`config.mk`:
```
export PLATFORM = sky130hd
export DESIGN_NAME = midi_clock_beat_tracker_core
export DESIGN_NICKNAME = d
export VERILOG_FILES = /design/src/mcbt_pkg.sv /design/src/mcbt_front.sv /design/src/mcbt_fifo.sv /design/src/mcbt_div.sv /design/src/mcbt_back.sv /design/src/midi_clock_beat_tracker_core.sv
export VERILOG_INCLUDE_DIRS = /design/src /design/src/src
export SDC_FILE = /design/constraint.sdc
export NUM_CORES = 1
export LEC_CHECK = 0
export ABC_AREA = 1
export ABC_CLOCK_PERIOD_IN_PS = 2900
export BUFFER_PORTS_ARGS = -buffer_cell sky130_fd_sc_hd__buf_2
export CORE_MARGIN = 2
export CORE_UTILIZATION = 30
export DETAILED_ROUTE_END_ITERATION = 12
export PLACE_DENSITY_LB_ADDON = 0.3
export SYNTH_ARGS = -nofsm -noshare
export SYNTH_HDL_FRONTEND = slang
export SYNTH_SLANG_ARGS = --single-unit
```
`constraint.sdc`:
```
create_clock -name clk_i -period 2.9 [get_ports clk_i]
set_input_delay 0.58 -clock clk_i [delete_from_list [all_inputs] [get_ports clk_i]]
set_output_delay 0.58 -clock clk_i [all_outputs]
set_load 0.01 [all_outputs]
```
`src/assert_macros.svh`:
```
// Assertion macros shared by the front, queue and back-end modules.
`ifndef ASSERT_MACROS_SVH
`define ASSERT_MACROS_SVH

// cond must never be true outside reset
`define ASSERT_NEVER(lbl, cond) \
  lbl: assert property (@(posedge clk_i) disable iff (!rst_ni) !(cond)) \
    else $error("assertion failed: forbidden condition");

// ante implies cons in the same cycle
`define ASSERT_IMPLY(lbl, ante, cons) \
  lbl: assert property (@(posedge clk_i) disable iff (!rst_ni) (ante) |-> (cons)) \
    else $error("assertion failed: implication");

// ante implies cons in the next cycle
`define ASSERT_NEXT(lbl, ante, cons) \
  lbl: assert property (@(posedge clk_i) disable iff (!rst_ni) (ante) |=> (cons)) \
    else $error("assertion failed: next-cycle implication");

`endif

```
`src/mcbt_pkg.sv`:
```
// Shared types and constants of the MIDI clock beat tracker.
package mcbt_pkg;

  // MIDI status codes
  localparam logic [7:0] MSG_SPP      = 8'hF2;
  localparam logic [7:0] MSG_REALTIME = 8'hF8;
  localparam logic [7:0] MSG_CLOCK    = 8'hF8;
  localparam logic [7:0] MSG_START    = 8'hFA;
  localparam logic [7:0] MSG_CONTINUE = 8'hFB;
  localparam logic [7:0] MSG_STOP     = 8'hFC;

  localparam int unsigned DATA_SHIFT = 7;
  localparam int unsigned POS_W      = 2 * DATA_SHIFT;
  // position * 6 needs three more bits
  localparam int unsigned PROD_W     = POS_W + 3;
  localparam int unsigned COUNT_W    = 8;
  localparam int unsigned CPB_W      = 7;

  // configuration register indexes
  localparam logic REG_CLOCKS_PER_BEAT = 1'b0;
  localparam logic REG_CYCLE_LENGTH    = 1'b1;

  localparam logic [CPB_W-1:0]   CLOCKS_PER_BEAT_RST = 7'd6;
  localparam logic [COUNT_W-1:0] CYCLE_LENGTH_RST    = 8'd96;

  localparam int unsigned QUEUE_DEPTH = 4;

  typedef enum logic [2:0] {
    CMD_CLOCK,
    CMD_START,
    CMD_STOP,
    CMD_CONTINUE,
    CMD_SPP
  } cmd_kind_e;

  // one classified command passed from front to back
  typedef struct packed {
    cmd_kind_e        kind;
    logic [POS_W-1:0] pos;
  } cmd_t;

  typedef enum logic [1:0] {
    ST_IDLE,
    ST_MUL,
    ST_DIV,
    ST_EMIT
  } back_state_e;

endpackage

```
`src/mcbt_front.sv`:
```
// Front end: classifies received MIDI bytes and assembles SPP positions.
`include "assert_macros.svh"

module mcbt_front (
  input  logic            clk_i,
  input  logic            rst_ni,
  input  logic            rx_valid_i,
  input  logic [7:0]      rx_byte_i,
  output logic            rx_ready_o,
  input  logic            full_i,
  output logic            push_o,
  output mcbt_pkg::cmd_t  cmd_o
);

  logic       accept;
  logic       spp_pending_q, spp_pending_d;
  logic       spp_left_q, spp_left_d;
  logic [7:0] spp_low_q, spp_low_d;

  assign rx_ready_o = !full_i;
  assign accept     = rx_valid_i && !full_i;

  // classify byte, update SPP capture
  always_comb begin
    spp_pending_d = spp_pending_q;
    spp_left_d    = spp_left_q;
    spp_low_d     = spp_low_q;
    push_o        = 1'b0;
    cmd_o.kind    = mcbt_pkg::CMD_CLOCK;
    cmd_o.pos     = {rx_byte_i[mcbt_pkg::DATA_SHIFT-1:0],
                     spp_low_q[mcbt_pkg::DATA_SHIFT-1:0]};
    if (accept) begin
      if (rx_byte_i >= mcbt_pkg::MSG_REALTIME) begin
        // realtime: leaves SPP capture untouched
        unique case (rx_byte_i)
          mcbt_pkg::MSG_CLOCK: begin
            push_o     = 1'b1;
            cmd_o.kind = mcbt_pkg::CMD_CLOCK;
          end
          mcbt_pkg::MSG_START: begin
            push_o     = 1'b1;
            cmd_o.kind = mcbt_pkg::CMD_START;
          end
          mcbt_pkg::MSG_STOP: begin
            push_o     = 1'b1;
            cmd_o.kind = mcbt_pkg::CMD_STOP;
          end
          mcbt_pkg::MSG_CONTINUE: begin
            push_o     = 1'b1;
            cmd_o.kind = mcbt_pkg::CMD_CONTINUE;
          end
          default: push_o = 1'b0;
        endcase
      end else if (!rx_byte_i[7]) begin
        // data byte
        if (spp_pending_q) begin
          if (spp_left_q) begin
            spp_low_d  = rx_byte_i;
            spp_left_d = 1'b0;
          end else begin
            push_o        = 1'b1;
            cmd_o.kind    = mcbt_pkg::CMD_SPP;
            spp_pending_d = 1'b0;
          end
        end
      end else begin
        // other status: drops pending capture, SPP starts a new one
        spp_pending_d = (rx_byte_i == mcbt_pkg::MSG_SPP);
        spp_left_d    = (rx_byte_i == mcbt_pkg::MSG_SPP);
      end
    end
  end

  always_ff @(posedge clk_i or negedge rst_ni) begin
    if (!rst_ni) begin
      spp_pending_q <= 1'b0;
      spp_left_q    <= 1'b0;
    end else begin
      spp_pending_q <= spp_pending_d;
      spp_left_q    <= spp_left_d;
    end
  end

  always_ff @(posedge clk_i) begin
    spp_low_q <= spp_low_d;
  end

  `ASSERT_IMPLY(a_left_needs_pending, spp_left_q, spp_pending_q)
  `ASSERT_IMPLY(a_push_accepted, push_o, accept)

endmodule

```
`src/mcbt_fifo.sv`:
```
// Command queue between front and back.
`include "assert_macros.svh"

module mcbt_fifo #(
  parameter int unsigned Depth = mcbt_pkg::QUEUE_DEPTH
) (
  input  logic            clk_i,
  input  logic            rst_ni,
  input  logic            push_i,
  input  mcbt_pkg::cmd_t  cmd_i,
  input  logic            pop_i,
  output mcbt_pkg::cmd_t  cmd_o,
  output logic            empty_o,
  output logic            full_o
);

  localparam int unsigned PtrW = $clog2(Depth);
  localparam int unsigned CntW = $clog2(Depth + 1);
  localparam logic [PtrW-1:0] LastPtr = PtrW'(Depth - 1);
  localparam logic [CntW-1:0] FullCnt = CntW'(Depth);

  mcbt_pkg::cmd_t  entries_q [Depth];
  logic [PtrW-1:0] wr_ptr_q, rd_ptr_q;
  logic [CntW-1:0] count_q;

  assign empty_o = (count_q == '0);
  assign full_o  = (count_q == FullCnt);
  assign cmd_o   = entries_q[rd_ptr_q];

  always_ff @(posedge clk_i or negedge rst_ni) begin
    if (!rst_ni) begin
      wr_ptr_q <= '0;
      rd_ptr_q <= '0;
      count_q  <= '0;
    end else begin
      if (push_i) begin
        wr_ptr_q <= (wr_ptr_q == LastPtr) ? '0 : wr_ptr_q + 1'b1;
      end
      if (pop_i) begin
        rd_ptr_q <= (rd_ptr_q == LastPtr) ? '0 : rd_ptr_q + 1'b1;
      end
      if (push_i && !pop_i) begin
        count_q <= count_q + 1'b1;
      end else if (pop_i && !push_i) begin
        count_q <= count_q - 1'b1;
      end
    end
  end

  always_ff @(posedge clk_i) begin
    if (push_i) begin
      entries_q[wr_ptr_q] <= cmd_i;
    end
  end

  `ASSERT_NEVER(a_no_overflow, push_i && full_o)
  `ASSERT_NEVER(a_no_underflow, pop_i && empty_o)

endmodule

```
`src/mcbt_div.sv`:
```
// Radix-2 restoring divider, one quotient bit per cycle.
module mcbt_div (
  input  logic                          clk_i,
  input  logic                          rst_ni,
  input  logic                          start_i,
  input  logic [mcbt_pkg::PROD_W-1:0]   dividend_i,
  input  logic [mcbt_pkg::COUNT_W-1:0]  divisor_i,
  output logic                          done_o,
  output logic [mcbt_pkg::COUNT_W-1:0]  quotient_o,
  output logic [mcbt_pkg::COUNT_W-1:0]  remainder_o
);

  localparam int unsigned StepW = $clog2(mcbt_pkg::PROD_W);
  localparam logic [StepW-1:0] LastStep = StepW'(mcbt_pkg::PROD_W - 1);

  logic                           busy_q, done_q;
  logic [StepW-1:0]               step_q;
  logic [mcbt_pkg::PROD_W-1:0]    quo_q;
  logic [mcbt_pkg::COUNT_W-1:0]   rem_q, div_q;
  logic [mcbt_pkg::COUNT_W:0]     trial;
  logic                           fits;

  // shift in next dividend bit, subtract if it fits
  // (a zero divisor leaves the low dividend bits as remainder)
  assign trial = {rem_q, quo_q[mcbt_pkg::PROD_W-1]};
  assign fits  = (trial >= {1'b0, div_q});

  always_ff @(posedge clk_i or negedge rst_ni) begin
    if (!rst_ni) begin
      busy_q <= 1'b0;
      done_q <= 1'b0;
      step_q <= '0;
    end else begin
      done_q <= 1'b0;
      if (start_i) begin
        busy_q <= 1'b1;
        step_q <= '0;
      end else if (busy_q) begin
        step_q <= step_q + 1'b1;
        if (step_q == LastStep) begin
          busy_q <= 1'b0;
          done_q <= 1'b1;
        end
      end
    end
  end

  always_ff @(posedge clk_i) begin
    if (start_i) begin
      quo_q <= dividend_i;
      rem_q <= '0;
      div_q <= divisor_i;
    end else if (busy_q) begin
      quo_q <= {quo_q[mcbt_pkg::PROD_W-2:0], fits};
      rem_q <= fits ? mcbt_pkg::COUNT_W'(trial - {1'b0, div_q})
                    : trial[mcbt_pkg::COUNT_W-1:0];
    end
  end

  assign done_o      = done_q;
  assign quotient_o  = quo_q[mcbt_pkg::COUNT_W-1:0];
  assign remainder_o = rem_q;

endmodule

```
`src/mcbt_back.sv`:
```
// Back end: clock counter, run state, beat detection and SPP reposition.
`include "assert_macros.svh"

module mcbt_back (
  input  logic                          clk_i,
  input  logic                          rst_ni,
  // command queue
  input  logic                          empty_i,
  input  mcbt_pkg::cmd_t                cmd_i,
  output logic                          pop_o,
  // configuration
  input  logic                          cfg_we_i,
  input  logic                          cfg_index_i,
  input  logic [7:0]                    cfg_data_i,
  // beat output
  output logic                          out_valid_o,
  input  logic                          out_ready_i,
  output logic [mcbt_pkg::COUNT_W-1:0]  out_beat_o
);

  mcbt_pkg::back_state_e          state_q, state_d;
  logic [mcbt_pkg::CPB_W-1:0]     cpb_q;
  logic [mcbt_pkg::COUNT_W-1:0]   cycle_len_q;
  logic [mcbt_pkg::COUNT_W-1:0]   count_q, count_d, count_inc;
  logic                           paused_q, paused_d;
  logic                           is_spp_q, is_spp_d;
  logic [mcbt_pkg::PROD_W-1:0]    prod_q, prod_d;
  logic                           out_valid_q, out_valid_d;
  logic [mcbt_pkg::COUNT_W-1:0]   beat_q, beat_d;
  logic                           div_start, div_done;
  logic [mcbt_pkg::PROD_W-1:0]    div_dividend;
  logic [mcbt_pkg::COUNT_W-1:0]   div_divisor, div_quo, div_rem;
  logic                           out_free;

  mcbt_div u_div (
    .clk_i       (clk_i),
    .rst_ni      (rst_ni),
    .start_i     (div_start),
    .dividend_i  (div_dividend),
    .divisor_i   (div_divisor),
    .done_o      (div_done),
    .quotient_o  (div_quo),
    .remainder_o (div_rem)
  );

  // counter advance with wrap at cycle length
  always_comb begin
    count_inc = count_q + 1'b1;
    if (count_inc == cycle_len_q) begin
      count_inc = '0;
    end
  end

  assign out_free = !out_valid_q || out_ready_i;

  // sequencer
  always_comb begin
    state_d      = state_q;
    count_d      = count_q;
    paused_d     = paused_q;
    is_spp_d     = is_spp_q;
    prod_d       = prod_q;
    beat_d       = beat_q;
    out_valid_d  = out_valid_q && !out_ready_i;
    pop_o        = 1'b0;
    div_start    = 1'b0;
    div_dividend = prod_q;
    div_divisor  = cycle_len_q;
    unique case (state_q)
      mcbt_pkg::ST_IDLE: begin
        if (!empty_i) begin
          pop_o = 1'b1;
          unique case (cmd_i.kind)
            mcbt_pkg::CMD_CLOCK: begin
              if (!paused_q) begin
                if (cpb_q == '0) begin
                  count_d = count_inc;
                end else begin
                  div_start    = 1'b1;
                  div_dividend = mcbt_pkg::PROD_W'(count_q);
                  div_divisor  = {1'b0, cpb_q};
                  is_spp_d     = 1'b0;
                  state_d      = mcbt_pkg::ST_DIV;
                end
              end
            end
            mcbt_pkg::CMD_START: begin
              count_d  = '0;
              paused_d = 1'b0;
            end
            mcbt_pkg::CMD_STOP:     paused_d = 1'b1;
            mcbt_pkg::CMD_CONTINUE: paused_d = 1'b0;
            mcbt_pkg::CMD_SPP: begin
              // position * 6 = position * 4 + position * 2
              prod_d   = {1'b0, cmd_i.pos, 2'b00} + {2'b00, cmd_i.pos, 1'b0};
              is_spp_d = 1'b1;
              state_d  = mcbt_pkg::ST_MUL;
            end
            default: state_d = mcbt_pkg::ST_IDLE;
          endcase
        end
      end
      mcbt_pkg::ST_MUL: begin
        div_start = 1'b1;
        state_d   = mcbt_pkg::ST_DIV;
      end
      mcbt_pkg::ST_DIV: begin
        if (div_done) begin
          if (is_spp_q) begin
            count_d = div_rem;
            state_d = mcbt_pkg::ST_IDLE;
          end else if (div_rem == '0) begin
            state_d = mcbt_pkg::ST_EMIT;
          end else begin
            count_d = count_inc;
            state_d = mcbt_pkg::ST_IDLE;
          end
        end
      end
      mcbt_pkg::ST_EMIT: begin
        if (out_free) begin
          out_valid_d = 1'b1;
          beat_d      = div_quo;
          count_d     = count_inc;
          state_d     = mcbt_pkg::ST_IDLE;
        end
      end
      default: state_d = mcbt_pkg::ST_IDLE;
    endcase
  end

  always_ff @(posedge clk_i or negedge rst_ni) begin
    if (!rst_ni) begin
      state_q     <= mcbt_pkg::ST_IDLE;
      count_q     <= '0;
      paused_q    <= 1'b0;
      out_valid_q <= 1'b0;
      cpb_q       <= mcbt_pkg::CLOCKS_PER_BEAT_RST;
      cycle_len_q <= mcbt_pkg::CYCLE_LENGTH_RST;
    end else begin
      state_q     <= state_d;
      count_q     <= count_d;
      paused_q    <= paused_d;
      out_valid_q <= out_valid_d;
      if (cfg_we_i) begin
        unique case (cfg_index_i)
          mcbt_pkg::REG_CLOCKS_PER_BEAT: cpb_q       <= cfg_data_i[mcbt_pkg::CPB_W-1:0];
          mcbt_pkg::REG_CYCLE_LENGTH:    cycle_len_q <= cfg_data_i;
          default:                       cpb_q       <= cpb_q;
        endcase
      end
    end
  end

  always_ff @(posedge clk_i) begin
    is_spp_q <= is_spp_d;
    prod_q   <= prod_d;
    beat_q   <= beat_d;
  end

  assign out_valid_o = out_valid_q;
  assign out_beat_o  = beat_q;

  `ASSERT_IMPLY(a_done_only_in_div, div_done, state_q == mcbt_pkg::ST_DIV)
  `ASSERT_IMPLY(a_pop_only_idle, pop_o, state_q == mcbt_pkg::ST_IDLE)
  `ASSERT_NEXT(a_emit_shows_beat, state_q == mcbt_pkg::ST_EMIT && out_free, out_valid_q)

endmodule

```
`src/midi_clock_beat_tracker_core.sv`:
```
// Top level of the MIDI clock beat tracker.
//
// Channel  | Dir | Handshake              | Payload
// ---------+-----+------------------------+-------------------------------
// s_axis   | in  | tvalid / tready        | tdata[7:0] = rx_byte
// m_axis   | out | tvalid / tready        | tdata[7:0] = beat_index
// cfg      | in  | cfg_valid_i/cfg_ready_o| cfg_index_i, cfg_data_i[7:0]
//
// Start, Stop, Continue and a paused clock byte stay in the idle state; other
// ignored bytes never enter the queue. A running clock byte (nonzero clocks
// per beat) uses the shared divider, as SPP does after a multiply, and emits
// a beat on a zero remainder. The divider makes one quotient bit per cycle
// over 17 steps. The input queue (QueueDepth commands) takes bytes while the
// back end works or a beat waits on m_axis. Reset is asynchronous, active
// low, and needs no clearing pass. Config writes are always accepted.
module midi_clock_beat_tracker_core #(
  parameter int unsigned QueueDepth = mcbt_pkg::QUEUE_DEPTH
) (
  input  logic       clk_i,
  input  logic       rst_ni,
  input  logic       s_axis_tvalid,
  output logic       s_axis_tready,
  input  logic [7:0] s_axis_tdata,   // [7:0] rx_byte
  output logic       m_axis_tvalid,
  input  logic       m_axis_tready,
  output logic [7:0] m_axis_tdata,   // [7:0] beat_index
  input  logic       cfg_valid_i,
  output logic       cfg_ready_o,
  input  logic       cfg_index_i,
  input  logic [7:0] cfg_data_i
);

  logic           full, empty, push, pop;
  mcbt_pkg::cmd_t push_cmd, head_cmd;

  assign cfg_ready_o = 1'b1;

  mcbt_front u_front (
    .clk_i      (clk_i),
    .rst_ni     (rst_ni),
    .rx_valid_i (s_axis_tvalid),
    .rx_byte_i  (s_axis_tdata),
    .rx_ready_o (s_axis_tready),
    .full_i     (full),
    .push_o     (push),
    .cmd_o      (push_cmd)
  );

  mcbt_fifo #(
    .Depth (QueueDepth)
  ) u_fifo (
    .clk_i   (clk_i),
    .rst_ni  (rst_ni),
    .push_i  (push),
    .cmd_i   (push_cmd),
    .pop_i   (pop),
    .cmd_o   (head_cmd),
    .empty_o (empty),
    .full_o  (full)
  );

  mcbt_back u_back (
    .clk_i       (clk_i),
    .rst_ni      (rst_ni),
    .empty_i     (empty),
    .cmd_i       (head_cmd),
    .pop_o       (pop),
    .cfg_we_i    (cfg_valid_i),
    .cfg_index_i (cfg_index_i),
    .cfg_data_i  (cfg_data_i),
    .out_valid_o (m_axis_tvalid),
    .out_ready_i (m_axis_tready),
    .out_beat_o  (m_axis_tdata)
  );

endmodule
```
Word-level counts from Yosys, hierarchy flattened:

Memories as Yosys holds them, arrays and structs flattened.
Cells that the tools add are included.
W data, S select, Z words.

* multiplexer cells: 76
* reduce and logical (&&, ||, !) cells: 35
* equality and inequality tests: 28
* bitwise operators: 4
* magnitude comparators: 2
* add/sub/neg operators: 8

Operators by type and width (count)
* $mux W17: 7
* $mux W8: 14
* $eq A8 B8 Y1 const B: 5
* $mux W1: 29
* $pmux W8 S3: 1
* $mux W3: 7
* $mux W2: 9
* $add A16 B15 Y17: 1
* $pmux W8 S2: 1
* $pmux W2 S3: 2
* $mux W5: 2
* $ne A2 B2 Y1 const B: 5
* $reduce_and A5 Y1: 2
* $reduce_bool A2 Y1: 5
* $ge A9 B8 Y1: 1
* $ne A3 B3 Y1 const B: 3
* $reduce_and A3 Y1: 3
* $add A8 B1 Y8 const B: 1
* $eq A2 B2 Y1 const B: 4
* $eq A8 B8 Y1: 1
* $ge A8 B8 Y1 const B: 1
* $logic_not A8 Y1: 1
* $pmux W2 S4: 1
* $reduce_and A2 Y1: 4
* other kinds (26): 43

* bits in registers: 109
* output and inout bits: 11
* input port bits: 22
* bits in writable memories: 68
* memories kept: 1
* word-level logic and storage cells: 175

Memory list
* u_fifo.entries_q: words 4, width 17, rd ports 1, clocked after Yosys merged registers in 0, write ports 1, line mcbt_fifo.sv:22 `mcbt_pkg::cmd_t entries_q [Depth];`

Longest topological paths before layout:

Gate-level depths: netlist of run 1.

* word-level depth: 9
* gate-level depth with buffers: 14

Cells and area by module:

Synthesis of run 1 repeated with hierarchy kept, for this count alone.

* cells, all modules: 1028
* area, all modules: 9370.2 um2

By module, submodules not included
* mcbt_back: sequential area each 1431.4 um2, area each 3490.8 um2, cells each 456, instances 1
* mcbt_fifo: sequential area each 2217.1 um2, area each 3168.0 um2, cells each 250, instances 1
* mcbt_div: sequential area each 1086.0 um2, area each 2177.1 um2, cells each 253, instances 1
* mcbt_front: sequential area each 260.2 um2, area each 523.0 um2, cells each 67, instances 1
* midi_clock_beat_tracker_core: sequential area each 0.0 um2, area each 11.3 um2, cells each 2, instances 1

Least setup slack after synthesis of run 1:

OpenSTA, ideal clock, no wires.

* kind: input port to flip-flop
* start point: input port s_axis_tdata[6]
* end point: memory u_fifo.entries_q[0][0] in the netlist's numbering, enable pin
* slack: -62 ps
* arrival: 2545 ps
* library setup time: 417 ps
* stages on the path: 6
* required time: 2483 ps
* path through: nand4_1 > nor2_1 > nand4_1 > o21ai_0 > o21ai_0 > a21boi_0

* cells in the longest elaborated chain, start to end: 7

RTL lines
* start, declared: line midi_clock_beat_tracker_core.sv:23 `input logic [7:0] s_axis_tdata,`
* $eq A8 B8 Y1: line mcbt_front.sv:35 `unique case (rx_byte_i)`
* $reduce_or A4 Y1 (no source line)
* $mux W1: line mcbt_front.sv:35
* $mux W1 (*): line mcbt_front.sv:33 `if (rx_byte_i >= mcbt_pkg::MSG_REALTIME) begin`
* $mux W1 (*): line mcbt_front.sv:32 `if (accept) begin`
* $mux W1 (*): line mcbt_fifo.sv:51 `if (push_i) begin`
* $mux W1 (not written as such) (*): line mcbt_fifo.sv:52 `entries_q[wr_ptr_q] <= cmd_i;`
* end, declared: line mcbt_fifo.sv:22

Every way passes the cells marked *; elsewhere a longest branch is shown, timed or not.

Final worst setup path of run 1:

* start point: register u_fifo.rd_ptr_q[1]
* end point: register u_back.prod_q[16] in the netlist's numbering (data pin)

* cells in the longest elaborated chain, start to end: 2

RTL lines
* start, declared: line mcbt_fifo.sv:23 `logic [PtrW-1:0] wr_ptr_q, rd_ptr_q;`
* start signal, assigned: line mcbt_fifo.sv:40 `rd_ptr_q <= (rd_ptr_q == LastPtr) ? '0 : rd_ptr_q + 1'b1;`
* $mem_v2 Z4 W17
* $add A16 B15 Y17: line mcbt_back.sv:95 `prod_d = {1'b0, cmd_i.pos, 2'b00} + {2'b00, cmd_i.pos, 1'b0};`
* end signal, assigned: line mcbt_back.sv:157 `prod_q <= prod_d;`
* end, declared: line mcbt_back.sv:27 `logic [mcbt_pkg::PROD_W-1:0] prod_q, prod_d;`

No other way between the ends.
A chain may end at the register's enable or synchronous reset.

==> flow_summary.json, run 1 <==
{
  "status": "completed",
  "p_per_area_nw_per_um2": 1190,
  "instances_no_fill": 1349,
  "antenna_found_initial": 0,
  "drt_first_pass_iters": 6,
  "power_mw": 12.0,
  "worst_pin_slew_ns": 0.641,
  "antennaDiodeCount": 0,
  "numCtsBuffers": 17,
  "reg2reg_to": "u_back.prod_q[16]$_DFFE_PP_",
  "die_area_um2": 30600,
  "min_path_cells": 2,
  "die_w_um": 175,
  "min_to": "u_back.out_valid_o$_DFF_PN0_",
  "layout-drive-gt1-share_pct": 11.0,
  "area_growth_syn_to_layout_pct": 15.1,
  "finalSetupViolCount": 0,
  "vias_per_cell": 4.59,
  "syn_avg_cell_area_um2": 9.72,
  "yosysMostFrequentCell": "nand2_1",
  "post_drt_wl_per_cell_um": 13.8,
  "hpwl_um": 13400,
  "grt_max_degree": 36,
  "clock-root-buffer": "clkbuf_16",
  "cts_tree": "yes",
  "synth-seq-area-share_pct": 57.0,
  "rrSetupSlack_ns": 0.24,
  "cp.arrival_ns": 2.85,
  "fmax_mhz": 376,
  "synth_area_um2": 8760,
  "wl_um": 18600,
  "synth_warnings": 0,
  "core_area_um2": 28700,
  "slew_viol_final": 0,
  "rows": 62,
  "min-delay-path-class": "input pin to register",
  "synthFlopType": "edfxtp_1",
  "yosysTopAreaCell": "edfxtp_1",
  "overflow": 0,
  "worstRegToRegCells": 9,
  "drtIter0Drc": 376,
  "leakagePower_nw": 4.34,
  "skew_ns": 0.0111,
  "clock_latency_ns": 0.44,
  "hold_start": "m_axis_tready",
  "timing.rr.start": "u_fifo.rd_ptr_q[1]$_DFFE_PN0P_",
  "ant_nets": 0,
  "final.period_utilization_pct": 91.7,
  "irDropWorstVdd_v": 0.000475,
  "rsz0062_at_grt": "yes",
  "synth_top_area_share_pct": 42.9,
  "critPathLaunchType": "register",
  "ios": 33,
  "synth-edff-count": 125,
  "end_kind": "register",
  "maxCapViolCount": 0,
  "grtUsageTotal_pct": 12.9,
  "cts_max_level": 4,
  "dieHeight_um": 175,
  "grt_pass1_wl_um": 31300,
  "synth_cell_types": 45,
  "min_period_ns": 2.66,
  "place_inst": 1316,
  "synthArstFlopShare_pct": 24.4,
  "netlist_top_cells_count": "nand2_1, edfxtp_1, inv_1",
  "cp_data_required_time_ns": 3.09,
  "routabilityCongestion": 0.841,
  "cts.clk_slew.worst_paths_ns": 0.07,
  "slew_headroom_pct": 57.0,
  "grt_pass1_vias": 6023,
  "synth.area.top_cells": "edfxtp_1, dfrtp_1, nand2_1, o21ai_0, inv_1",
  "cts_num_sinks": 176,
  "crit_path_max_fanout": 12,
  "postCtsSetupBuffers": 0,
  "path_class": "register to register",
  "synth_nets": 958,
  "start_util_pct": 30.5,
  "drc": 0,
  "finalNetCount": 1009,
  "clockBufferDepth": 2,
  "synth-seq-cells": 176,
  "port_buffers": 31,
  "hold_viol": 0,
  "syn_inst": 901,
  "via_count": 6195
}
final cells by class:
type	count	area (µm²)
Fill cell	2928	18600
Sequential cell	176	4990
Multi-Input combinational cell	590	3200
Tap cell	384	480
Inverter	112	428
Clock buffer	17	425
Timing Repair Buffer	55	363
Clock inverter	15	186
repair_timing:
action	in CTS	in global routing
resized for setup	0	1
endpoints found under the setup margin	0	2
hold buffers	1	0
hold endpoints to repair	8	0
registers in the layout, indices dropped and copies added, names as in the netlist, 3 cells and up:
register and count:
u_back.u_div.div_q 8, u_back.u_div.quo_q 17, u_back.out_beat_o 8, u_front.spp_low_q 7, u_back.u_div.step_q 5, u_back.count_q 8
u_back.prod_q 16, u_back.cycle_len_q 8, u_fifo.count_q 3, u_back.u_div.remainder_o 8, u_back.cpb_q 7, u_fifo.entries_q 68
layer usage:
layer,up-vias,GRT usage (%),part of all wire [%]
met5,-,0,0
met1,2924,18.5,50
li1,3172,-,-
met4,0,3.23,0.93
met2,85,19.8,45
met3,14,2.83,3.8
power breakdown:
group | switching, mW | internal [mW] | leakage, nW
Sequential | 0.497 | 3.59 | 1.74
Combinational | 3.43 | 2.12 | 2.31
Clock | 1.02 | 1.37 | 0.295
logic make-up after synthesis:
kind of cell             synth area share, %
flip-flops                              57.0
multiplexers                           0.129
AND/OR/NAND/NOR                         17.6
AO/OA/AOI/OAI                           11.1
adder cells (fa/ha/maj)                 5.26
other                                 0.0428
buffers and inverters                   6.51
XOR/XNOR                                2.30
cell usage in the layout (no fill, tap or decap), drive strengths merged, types with 19 or more instances in the layout:
master | netlist | layout
a21oi | 40 | 40
buf | 12 | 54
dfrtp | 39 | 39
edfxtp | 125 | 125
ha | 32 | 32
inv | 112 | 116
nand2 | 182 | 182
nand3 | 59 | 59
nor2 | 83 | 83
nor3 | 19 | 19
o21ai | 93 | 93
critical path: stages (launching register included):
cell      delay (ns)
dfrtp_1         0.38
inv_1           0.20
buf_4           0.25
o21ai_0         0.11
o22ai_1         0.32
ha_1            0.36
a21o_1          0.22
a221oi_1        0.25
nand3_1         0.15
a21o_1          0.18
metrics by stage:
| step | setup slack (ns) | hold slack, ns | TNS (ns) | util (%) | area, µm² |
|---|---|---|---|---|---|
| 5_1_grt | -0.0120 | 0.374 | -0.0120 | 35.1 | 10100 |
| 4_1_cts | 0.222 | 0.333 | 0 | 35.1 | 10100 |
| 6_report | 0.242 | 0.343 | 0 | 35.1 | 10100 |
| 3_5_place_dp | 0.00848 | 0.437 | 0 | 32.9 | 9450 |
| 3_3_place_gp | 0.0944 | 0.446 | 0 | 32.9 | 9450 |
| 2_1_floorplan | -0.0621 | 0.284 | -4.22 | - | 8760 |
worst max-delay path by stage:
stage	startpoint	slack (ns)	endpoint	cells after the start
final	u_fifo.rd_ptr_q[1]$_DFFE_PN0P_	0.24	u_back.prod_q[16]$_DFFE_PP_	9
after global routing	u_fifo.rd_ptr_q[0]$_DFFE_PN0P_	-0.01	u_back.prod_q[12]$_DFFE_PP_	11
after CTS	u_fifo.rd_ptr_q[1]$_DFFE_PN0P_	0.22	u_back.prod_q[14]$_DFFE_PP_	9
after detailed placement	s_axis_tdata[7]	0.008	u_fifo.count_q[1]$_DFFE_PN0P_	11
after global placement	s_axis_tdata[7]	0.09	u_fifo.count_q[1]$_DFFE_PN0P_	11
after floorplan	s_axis_tdata[6]	-0.06	u_fifo.entries_q[0][0]$_DFFE_PP_	6
(Power assumes the default switching activity.)
==> inputs of run 2 (changes only) <==
==> constraint.sdc (replaced) <==
create_clock -name clk_i -period 2.9 [get_ports clk_i]
set_input_delay 0.435 -clock clk_i [delete_from_list [all_inputs] [get_ports clk_i]]
set_output_delay 0.435 -clock clk_i [all_outputs]
set_load 0.01 [all_outputs]
==> flow_summary.json, run 2 (same netlist as run 1, synthesis figures left out) <==
{
  "drtIter0Drc": 419,
  "gr-usage-met3_pct": 2.48,
  "grt_max_degree": 44,
  "grtUsageTotal_pct": 13.2,
  "multi_input_area_um2": 3190,
  "critPathLaunchType": "register",
  "cts_max_level": 4,
  "ctsHoldBuffers": 0,
  "skew_ns": 0.0129,
  "leakagePower_nw": 4.31,
  "via_count": 6208,
  "worstSetupStartpoint": "u_fifo.rd_ptr_q[0]$_DFFE_PN0P_",
  "finalSetupTns_ns": 0,
  "antenna_found_initial": 0,
  "area_growth_syn_to_layout_pct": 14.7,
  "layout-drive-gt1-share_pct": 11.0,
  "seq_area_um2": 4990,
  "port_buffers": 31,
  "grt_pass1_vias": 6158,
  "ios": 33,
  "cts_tree": "yes",
  "largestRegisters": "u_fifo.entries_q: 68 flops, u_back.u_div.quo_q: 17 flops, u_back.prod_q: 16 flops",
  "cts.clk_slew.worst_paths_ns": 0.08,
  "post-place-ws_ns": 0.121,
  "drc": 0,
  "maxCapViolCount": 0,
  "vias_per_cell": 4.62,
  "die_w_um": 175,
  "routabilityCongestion": 0.827,
  "cts_resized": 0,
  "post_drt_wl_per_cell_um": 14.2,
  "dpl_cell_area_um2": 9430,
  "final_util_pct": 35.0,
  "place_inst": 1313,
  "worst_pin_slew_ns": 1.09,
  "wl_um": 19100,
  "finalNetCount": 1005,
  "hpwl_um": 13700,
  "finalSetupViolCount": 0,
  "min_period_ns": 2.66,
  "min-delay-path-class": "input pin to asynchronous set/reset pin",
  "overflow": 0,
  "postCtsSetupBuffers": 0,
  "clock-root-buffer": "clkbuf_16",
  "largest_register_ffs": 68,
  "irDropWorstVdd_v": 0.000478,
  "largest-register": "u_fifo.entries_q",
  "final.period_utilization_pct": 91.7,
  "end_kind": "register",
  "instances_no_fill": 1345,
  "top_usage_layer": "met2",
  "timing.rr.start": "u_fifo.rd_ptr_q[0]$_DFFE_PN0P_",
  "stdcell_area_um2": 10000,
  "slew_headroom_pct": 27.2,
  "status": "completed",
  "clock_latency_ns": 0.44,
  "met1_usage_pct": 18.7,
  "die_area_um2": 30600,
  "antennaDiodeCount": 0,
  "grt_pass1_wl_um": 31800,
  "final_common_cell": "nand2_1",
  "drt_first_pass_iters": 5,
  "numCtsBuffers": 17,
  "slew_viol_final": 0,
  "hold_ws_ns": 0.204,
  "cp.arrival_ns": 2.85,
  "cp_data_required_time_ns": 3.09,
  "fmax_mhz": 376,
  "dieHeight_um": 175,
  "fillers": 2958,
  "globalRouteMet2Util_pct": 20.3,
  "rsz0062_at_grt": "no",
  "clockBufferDepth": 2,
  "ant_nets": 0,
  "rows": 62,
  "cts_num_sinks": 176,
  "path_class": "register to register",
  "power_mw": 12.1,
  "p_per_area_nw_per_um2": 1210,
  "layout_common_cells": "nand2_1, edfxtp_1, inv_1",
  "hold_viol": 0,
  "crit_path_max_fanout": 14,
  "start_util_pct": 30.5,
  "setup_ws_ns": 0.241,
  "core_area_um2": 28700
}
## run 2: cell types whose count changed in the layout (fill, tap and decap cells not counted), moves of 2 or more
cell	previous run	this run
inv_6	3	7
clkinvlp_4	1	3
clkinv_1	4	1
buf_4	21	18
## run 2: where the power goes
group          internal, mW  switching [mW]  leakage, nW
Sequential             3.59           0.505         1.74
Clock                  1.38            1.05        0.297
Combinational          2.14            3.47         2.28
## run 2: path summary, 6_finish.rpt
kind | slack [ns] | depth (start not counted) | endpoint
worst min register to register | 0.46 | 0 | u_back.out_beat_o[1]$_DFFE_PP_
min in group clk_i | 0.21 | 2 | u_back.out_valid_o$_DFF_PN0_
worst min-delay path | 0.20 | 1 | u_back.cycle_len_q[3]$_DFFE_PN0P_
max in group asynchronous | 2.02 | 1 | u_front.spp_pending_q$_DFFE_PN0P_
worst max-delay path | 0.24 | 12 | u_back.prod_q[12]$_DFFE_PP_
worst max register to register | 0.24 | 12 | u_back.prod_q[12]$_DFFE_PP_
## run 2: layout make-up
cell class / instances / share of cell area, %
sequential: 176 / 49.7
multi-input combinational: 590 / 31.8
inverter: 112 / 4.30
clock inverter: 15 / 1.92
timing repair buffer: 51 / 3.29
tap: 384 / 4.78
clock buffer: 17 / 4.23
## run 2: metal layers
metal	wire, µm	vias up
li1	-	3156
met1	9630	2944
met2	8570	90
met3	599	18
met4	265	0
met5	0	-
## run 2: critical path, stage by stage, from the launching register on
cell and delay (ns):
dfrtp_1 0.47, inv_4 0.19, nand2_1 0.08, a32oi_1 0.27, ha_1 0.23, inv_1 0.06
fa_1 0.40, o211ai_1 0.19, buf_4 0.16, nand2_1 0.05, nand3_1 0.11, a21oi_1 0.09
xnor2_1 0.12
==> inputs of run 3 (changes only) <==
Settings changed: ABC_AREA 1 to not set.
==> flow_summary.json, run 3 <==
{
  "timing.critical_path.mode_cell": "buf_4",
  "timing.rr.start": "u_fifo.rd_ptr_q[0]$_DFFE_PN0P_",
  "synth-seq-cells": 176,
  "ios": 33,
  "slew_headroom_pct": 54.3,
  "hpwl_um": 12000,
  "post_drt_wl_per_cell_um": 15.3,
  "yosysTopAreaCell": "edfxtp_1",
  "skew_ns": 0.0147,
  "cts_max_level": 4,
  "worstSetupStartpoint": "u_fifo.rd_ptr_q[0]$_DFFE_PN0P_",
  "crit_family": "multiplexers",
  "start_util_pct": 30.2,
  "worst_pin_slew_ns": 0.686,
  "synth-simple-area-share_pct": 9.27,
  "port_buffers": 31,
  "die_w_um": 171,
  "hold_viol": 0,
  "layout_common_cells": "edfxtp_1, nor2_1, dfrtp_1",
  "antenna_found_initial": 0,
  "clockBufferDepth": 2,
  "slew_viol_final": 0,
  "leakagePower_nw": 3.70,
  "synth_warnings": 0,
  "fmax_mhz": 357,
  "largestRegisters": "u_fifo.entries_q: 68 flops, u_back.u_div.quo_q: 17 flops, u_back.prod_q: 16 flops",
  "grtUsageTotal_pct": 12.3,
  "antennaDiodeCount": 0,
  "largest_register_ffs": 68,
  "core_area_um2": 27600,
  "grt_pass1_wl_um": 27900,
  "area_growth_syn_to_layout_pct": 18.4,
  "final_common_cell": "edfxtp_1",
  "setup_ws_ns": 0.0976,
  "synthFlopType": "edfxtp_1",
  "drc": 0,
  "cts_num_sinks": 176,
  "synth_cell_types": 67,
  "ant_nets": 0,
  "synth_top_family_by_area": "compound AO/OA/AOI/OAI gates",
  "synth_nets": 691,
  "finalNetCount": 762,
  "rsz0062_at_grt": "yes",
  "vias_per_cell": 4.68,
  "power_mw": 5.26,
  "grt_max_degree": 28,
  "final.period_utilization_pct": 96.6,
  "largest-register": "u_fifo.entries_q",
  "hold_ws_ns": 0.0399,
  "synth_top_area_share_pct": 45.1,
  "yosysMostFrequentCell": "edfxtp_1",
  "min_period_ns": 2.80,
  "numCtsBuffers": 17,
  "wl_um": 16800,
  "dpl_cell_area_um2": 9190,
  "clock_latency_ns": 0.43,
  "cp_data_required_time_ns": 3.08,
  "finalSetupViolCount": 0,
  "critPathLaunchType": "register",
  "ctsHoldBuffers": 0,
  "overflow": 0,
  "stdcell_area_um2": 9860,
  "path_class": "register to register",
  "layout-drive-gt1-share_pct": 22.8,
  "min-delay-path-class": "input pin to asynchronous set/reset pin",
  "synth_compound_area_share_pct": 11.7,
  "synth_mux_area_share_pct": 8.11,
  "netlist_top_cells_count": "edfxtp_1, nor2_1, dfrtp_1",
  "status": "completed",
  "synth-seq-area-share_pct": 60.0,
  "cts_tree": "yes",
  "clock-root-buffer": "clkbuf_16",
  "yosys.area_share.xor_xnor_pct": 2.63,
  "crit_chain": "buf_12 -> buf_4 -> mux4_2 -> ha_1 -> a21boi_1 -> o21ai_1 -> a31oi_1 -> buf_4 -> and4_1 -> nor3_2",
  "drtIter0Drc": 350,
  "crit_path_max_fanout": 6,
  "grt_pass1_vias": 5152,
  "end_kind": "register",
  "synth-edff-count": 125,
  "cts.clk_slew.worst_paths_ns": 0.08,
  "post-place-ws_ns": -0.128,
  "synthArstFlopShare_pct": 24.4,
  "dieHeight_um": 171,
  "syn_avg_cell_area_um2": 13.1,
  "die_area_um2": 29100,
  "maxCapViolCount": 0,
  "slowest_delay_ns": 0.56,
  "synth_area_um2": 8330,
  "synth.area.top_cells": "edfxtp_1, dfrtp_1, ha_1, mux4_2, nor2_1",
  "p_per_area_nw_per_um2": 533,
  "irDropWorstVdd_v": 0.000450,
  "worst-path-buf-inv": 3,
  "rows": 61,
  "synthAdderAreaFrac_pct": 5.53,
  "syn_inst": 634,
  "cp.arrival_ns": 2.98,
  "slowest_stage": "mux4_2",
  "via_count": 5128,
  "routabilityCongestion": 0.886,
  "drt_first_pass_iters": 4
}
[run 3: cell count changes after synthesis, moves of 23 or more]
cell / delta
inv_1: -73
o21ai_0: -60
nand3_1: -49
nand2_1: -145
nor2_1: -23
[run 3: cells by family after synthesis]
logic type | Yosys count
flops | 176
simple gates | 156
compound gates | 142
buf+inv | 55
mux | 44
fa+ha+maj | 35
xor+xnor | 25
other cells | 1
[run 3: path summary, 6_finish.rpt]
kind,end,slack [ns],depth (start not counted)
min reg2reg,u_back.out_beat_o[0]$_DFFE_PP_,0.46,0
max,u_back.prod_q[14]$_DFFE_PP_,0.1,10
max reg2reg,u_back.prod_q[14]$_DFFE_PP_,0.1,10
max in group asynchronous,u_back.cycle_len_q[6]$_DFFE_PN1P_,2.17,2
min in group clk_i,u_back.cycle_len_q[2]$_DFFE_PN0P_,0.25,2
min,u_fifo.wr_ptr_q[0]$_DFFE_PN0P_,0.04,1
[run 3: per-stage QoR]
step	utilization (%)	instances	TNS [ns]
after global routing	35.8	1096	-0.221
after floorplan	-	634	-0.0251
after global placement	33.3	1062	-0.193
final	35.8	1096	0
after CTS	35.6	1096	-0.0272
after detailed placement	33.3	1062	-0.324
[run 3: cell type report]
type                            instances  area, µm²
Clock buffer                           17        425
Tap cell                              378        473
Timing Repair Buffer                   71        484
Multi-Input combinational cell        403       3170
Fill cell                            2696      17700
Clock inverter                         15        179
Sequential cell                       176       4990
Inverter                               36        135
[run 3: worst register-to-register path: stages, from the launching register on]
cell and delay (ns):
dfrtp_1 0.39, buf_12 0.13, buf_4 0.17, mux4_2 0.56
ha_1 0.36, a21boi_1 0.21, o21ai_1 0.12, a31oi_1 0.22
buf_4 0.16, and4_1 0.20, nor3_2 0.05
[run 3: repair_timing]
item                                    in CTS  in global routing
endpoints found under the setup margin       4                  7
pin swaps                                    3                  5
gates resized for setup                      8                 10
gates cloned                                 0                  0
setup buffers                                2                  0
[run 3: power by group]
group          total (mW)  switching (mW)  internal [mW]  leakage, nW
Clock                2.30            1.12           1.18        0.294
Sequential           2.78          0.0482           2.73         1.72
Combinational       0.179          0.0884         0.0905         1.69
Total                5.26            1.26           4.00         3.70
[run 3: per-layer routing]
metal	GRT usage [%]	vias up	part of all wire, %
li1	-	2526	-
met1	16.5	2497	48
met2	20.3	89	48
met3	2.34	16	3.1
met4	3.38	0	1.1
met5	0	-	0
